**config.mk**
```make
export PLATFORM = sky130hd
export DESIGN_NAME = ops_cmd_fifo
export DESIGN_NICKNAME = d
export VERILOG_FILES = /design/src/hdl/ops_cmd_fifo.sv
export SDC_FILE = /design/constraint.sdc
export NUM_CORES = 1
export LEC_CHECK = 0
export BUFFER_PORTS_ARGS = -buffer_cell sky130_fd_sc_hd__buf_2
export CAP_MARGIN = 20
export CORE_MARGIN = 3
export CORE_UTILIZATION = 44
export DETAILED_ROUTE_END_ITERATION = 6
export PLACE_DENSITY = 0.72
export SLEW_MARGIN = 20
export SYNTH_ARGS = -nofsm -noshare
export SYNTH_HDL_FRONTEND = slang
export SYNTH_SLANG_ARGS = --single-unit
```
**constraint.sdc**
```tcl
create_clock -name clk -period 1.5 [get_ports clk]
set_clock_uncertainty 0.05 [all_clocks]
set_input_delay 0.15 -clock clk [delete_from_list [all_inputs] [get_ports clk]]
set_output_delay 0.15 -clock clk [all_outputs]
set_load 0.02 [all_outputs]
```
**src/hdl/ops_cmd_fifo.sv**
```systemverilog
// Two-entry command queue between the front and back ends.
// Depends on nothing.
module ops_cmd_fifo #(
	parameter int DATA_W = 8
) (
	input  logic              clk,
	input  logic              arst_n,
	input  logic              push_valid,
	output logic              push_ready,
	input  logic [DATA_W-1:0] push_data,
	output logic              pop_valid,
	input  logic              pop_ready,
	output logic [DATA_W-1:0] pop_data
);
	logic [DATA_W-1:0] mem_q [2];
	logic              wr_ptr_q;
	logic              rd_ptr_q;
	logic [1:0]        count_q;
	logic              push;
	logic              pop;

	assign push_ready = (count_q != 2'd2);
	assign pop_valid  = (count_q != 2'd0);
	assign push       = push_valid && push_ready;
	assign pop        = pop_valid && pop_ready;
	assign pop_data   = mem_q[rd_ptr_q];

	// Pointers and fill level.
	always_ff @(posedge clk or negedge arst_n) begin
		if (!arst_n) begin
			wr_ptr_q <= 1'b0;
			rd_ptr_q <= 1'b0;
			count_q  <= 2'd0;
		end else begin
			if (push) begin
				wr_ptr_q <= !wr_ptr_q;
			end
			if (pop) begin
				rd_ptr_q <= !rd_ptr_q;
			end
			if (push && !pop) begin
				count_q <= count_q + 2'd1;
			end else if (pop && !push) begin
				count_q <= count_q - 2'd1;
			end
		end
	end

	// Entry storage.
	always_ff @(posedge clk) begin
		if (push) begin
			mem_q[wr_ptr_q] <= push_data;
		end
	end

endmodule

```
==> key figures <==
Final layout
  – FF/Latch Area: roughly 580 sq um
  – Fillers: about 100
  – Non-Filler Instances: 110
  – Layout cells sized above 1: 0.616
  – Area of the multi-input gates: ~220 sq um
  – Area delta synth->final: 51.8%
  – ANT cells: 0
  – Nets: 100
  – Most frequent cells in the layout: 16 x edfxtp_1, 13 x buf_2, 10 x buf_6
  – Commonest non-fill, non-tap cell in the layout: edfxtp_1

Worst hold path
  – Hold WC Path Type: input port to register

STA
  – Slew @ Worst Pin: approximately 0.13 ns
  – Relative slew slack: 0.916
  – Period utilization: 0.996
  – Final hold violation count: 0
  – Slew Limit Fails: 0
  – RSZ-0062 raised after global routing: true
  – Fmax: 669 MHz
  – Final worst path period need: approximately 1.5 ns
  – Sum Neg Setup Slack: 0 ns
  – # setup viols final: 0

Critical path
  – CP max stage delay: about 0.41 ns
  – Worst Path Required: ~1.3 ns
  – Worst Path Arrival: roughly 1.3 ns
  – Crit end category: primary output
  – Delay-heaviest family, CP: flip-flops
  – Cell mode on critical path: buf_6
  – R2r setup slk: 0.06 ns
  – CP startpoint kind: register
  – Critical path peak fanout: 4
  – Worst Setup Path Type: register to primary output
  – Buf/Inv on CP: 2
  – Critical path's slowest cell: dfrtp_2
  – Critical path cell sequence: buf_6 > mux2_2 > buf_6

Route
  – DRC: 0
  – Routed vias: 495
  – Avg WL per Cell: around 13 um
  – Total Wirelength: 1400 um
  – Vias per cell: between 4 and 5
  – Final antenna-violating net count: 0
  – DR iter-0 viols: 3
  – TritonRoute pass-1 iters: 5

Place
  – # placed instances: 91
  – Routability-driven placement congestion ratio: approximately 0.62
  – Post-DP HPWL: 823 um
  – PortBufs: 21

Synthesis
  – Mapped Cells: between 40 and 50
  – Mapped Area: about 790 sq um
  – Yosys reg bits: 20
  – YS warnings: 0
  – Count of different cell masters after synthesis: 14
  – Post-Syn Nets: between 50 and 60
  – Syn_area_per_cell: between 15 and 20 sq um
  – Sequential share of the synthesized area: 0.738

Floorplan
  – Core Footprint: approximately 0.0016 sq mm
  – Num rows: 14
  – Initial Util: 0.494
  – Die Ht: slightly below 50 um
  – Die extent in x: ~48 um
  – Io pins: 22
  – Full die area: 0.00233 sq mm

Global route
  – First-pass GRT wire length: roughly 2100 um
  – Remaining global-route overflow: 0
  – Total GRT Usage: 0.133
  – Number of global-route vias before repair: between 400 and 500
  – Initial antenna violation count: 0
  – Largest net degree at the start of global routing: 12

Power
  – Leakage: ~0.49 nW
  – Pwr/cell area: approximately 1900 mW/mm^2
  – Peak VDD IR: ~1.4 mV
  – Power, Total: around 2.3 mW

Clocking
  – Clock latency on the worst-skew pair: slightly below 0.3 ns
  – Clock transition at the registers of the reported paths: 0.11 ns
  – Clock buffer depth: 2
  – CTS tree: done
  – CTS buffer count: 3
  – Clk sinks: 20
  – H-tree Lvls: 1
  – Clock root cell: clkbuf_4

Status
  – Status: finished, final reports clean

Job
  – MaxCap Viol Count: 0
## through the flow
stage | setup WS (ns) | util | hold WS, ns | cell area, sq um
final | 0.00537 | 0.750 | 0.0738 | 1190
after global routing | -0.0419 | 0.750 | 0.0519 | 1190
after CTS | -0.00576 | 0.687 | 0.0397 | 1090
after detailed placement | 0.0650 | 0.594 | -0.0900 | 947
after global placement | 0.0796 | 0.594 | -0.0857 | 947
after floorplan | 0.0347 | - | -0.196 | 787
## sequential cells by signal (all words and copies together) (netlist names)
name      flops
wr_ptr_q      1
mem_q        16
count_q       2
rd_ptr_q      1
## cell type report
cell class | instances | area share
sequential | 20 | 0.489
timing repair buffer | 40 | 0.274
tap | 24 | 0.0251
clock buffer | 3 | 0.0188
multi-input combinational | 21 | 0.186
clock inverter | 1 | 0.00314
inverter | 1 | 0.00314
## final timing paths
| kind | end | cells past startpoint | from |
|---|---|---|---|
| worst max-delay path | pop_data[2] | 3 | rd_ptr_q |
| max in group asynchronous | count_q[0] | 2 | arst_n |
| worst min-delay path | rd_ptr_q | 3 | pop_ready |
| worst max register to register | count_q[1] | 6 | count_q[1] |
| min in group asynchronous | count_q[1] | 2 | arst_n |
| worst min register to register | wr_ptr_q | 1 | wr_ptr_q |
## synthesized netlist by cell type (all sizes together)
library cell / number / area share
nor2: 2 / 0.0095
nand2: 2 / 0.019
mux2: 8 / 0.11
dfrtp: 4 / 0.13
xor2: 2 / 0.022
or2: 1 / 0.011
ha: 1 / 0.016
edfxtp: 16 / 0.61
buf: 1 / 0.0064
xnor2: 3 / 0.033
nand2b: 1 / 0.017
and3: 1 / 0.0080
inv: 1 / 0.0048
## routing by layer
| metal | vias up | track usage | share of wire |
|---|---|---|---|
| li1 | 243 | - | - |
| met1 | 231 | 0.173 | 0.44 |
| met5 | - | 0 | 0 |
| met4 | 0 | 0.0806 | 0.0057 |
| met3 | 3 | 0.0221 | 0.037 |
| met2 | 18 | 0.206 | 0.52 |
## timing repair
action / CTS / global route
pin swaps: 0 / 2
hold endpoints to repair: 20 / 0
buffers inserted: 4 / 2
gates resized for setup: 2 / 26
hold buffers: 9 / 0
endpoints found under the setup margin: 8 / 9
## power by group
part	total, mW	switching [mW]	internal (mW)
clock	0.253	0.157	0.0968
combinational	1.15	0.507	0.645
sequential	0.876	0.0920	0.784
total	2.28	0.755	1.53
## worst register-to-register path: stages, from the launching register on
cell and delay (ns):
dfrtp_2 0.45, or2_4 0.28, nand2_4 0.09, ha_4 0.13, xor2_2 0.15, nor2_2 0.06
xor2_1 0.13
## cell families (layout without fill, tap and decap cells)
kind of cell | count (synthesis) | after routing | share of synthesized area
DFF | 20 | 20 | 0.738
muxes | 8 | 8 | 0.114
and+or+nand+nor | 7 | 7 | 0.0652
xor gates and xnor gates | 5 | 5 | 0.0557
buffers and inverters | 2 | 45 | 0.0111
adders and majority gates | 1 | 1 | 0.0159
Power figures use the tool's default switching activity.
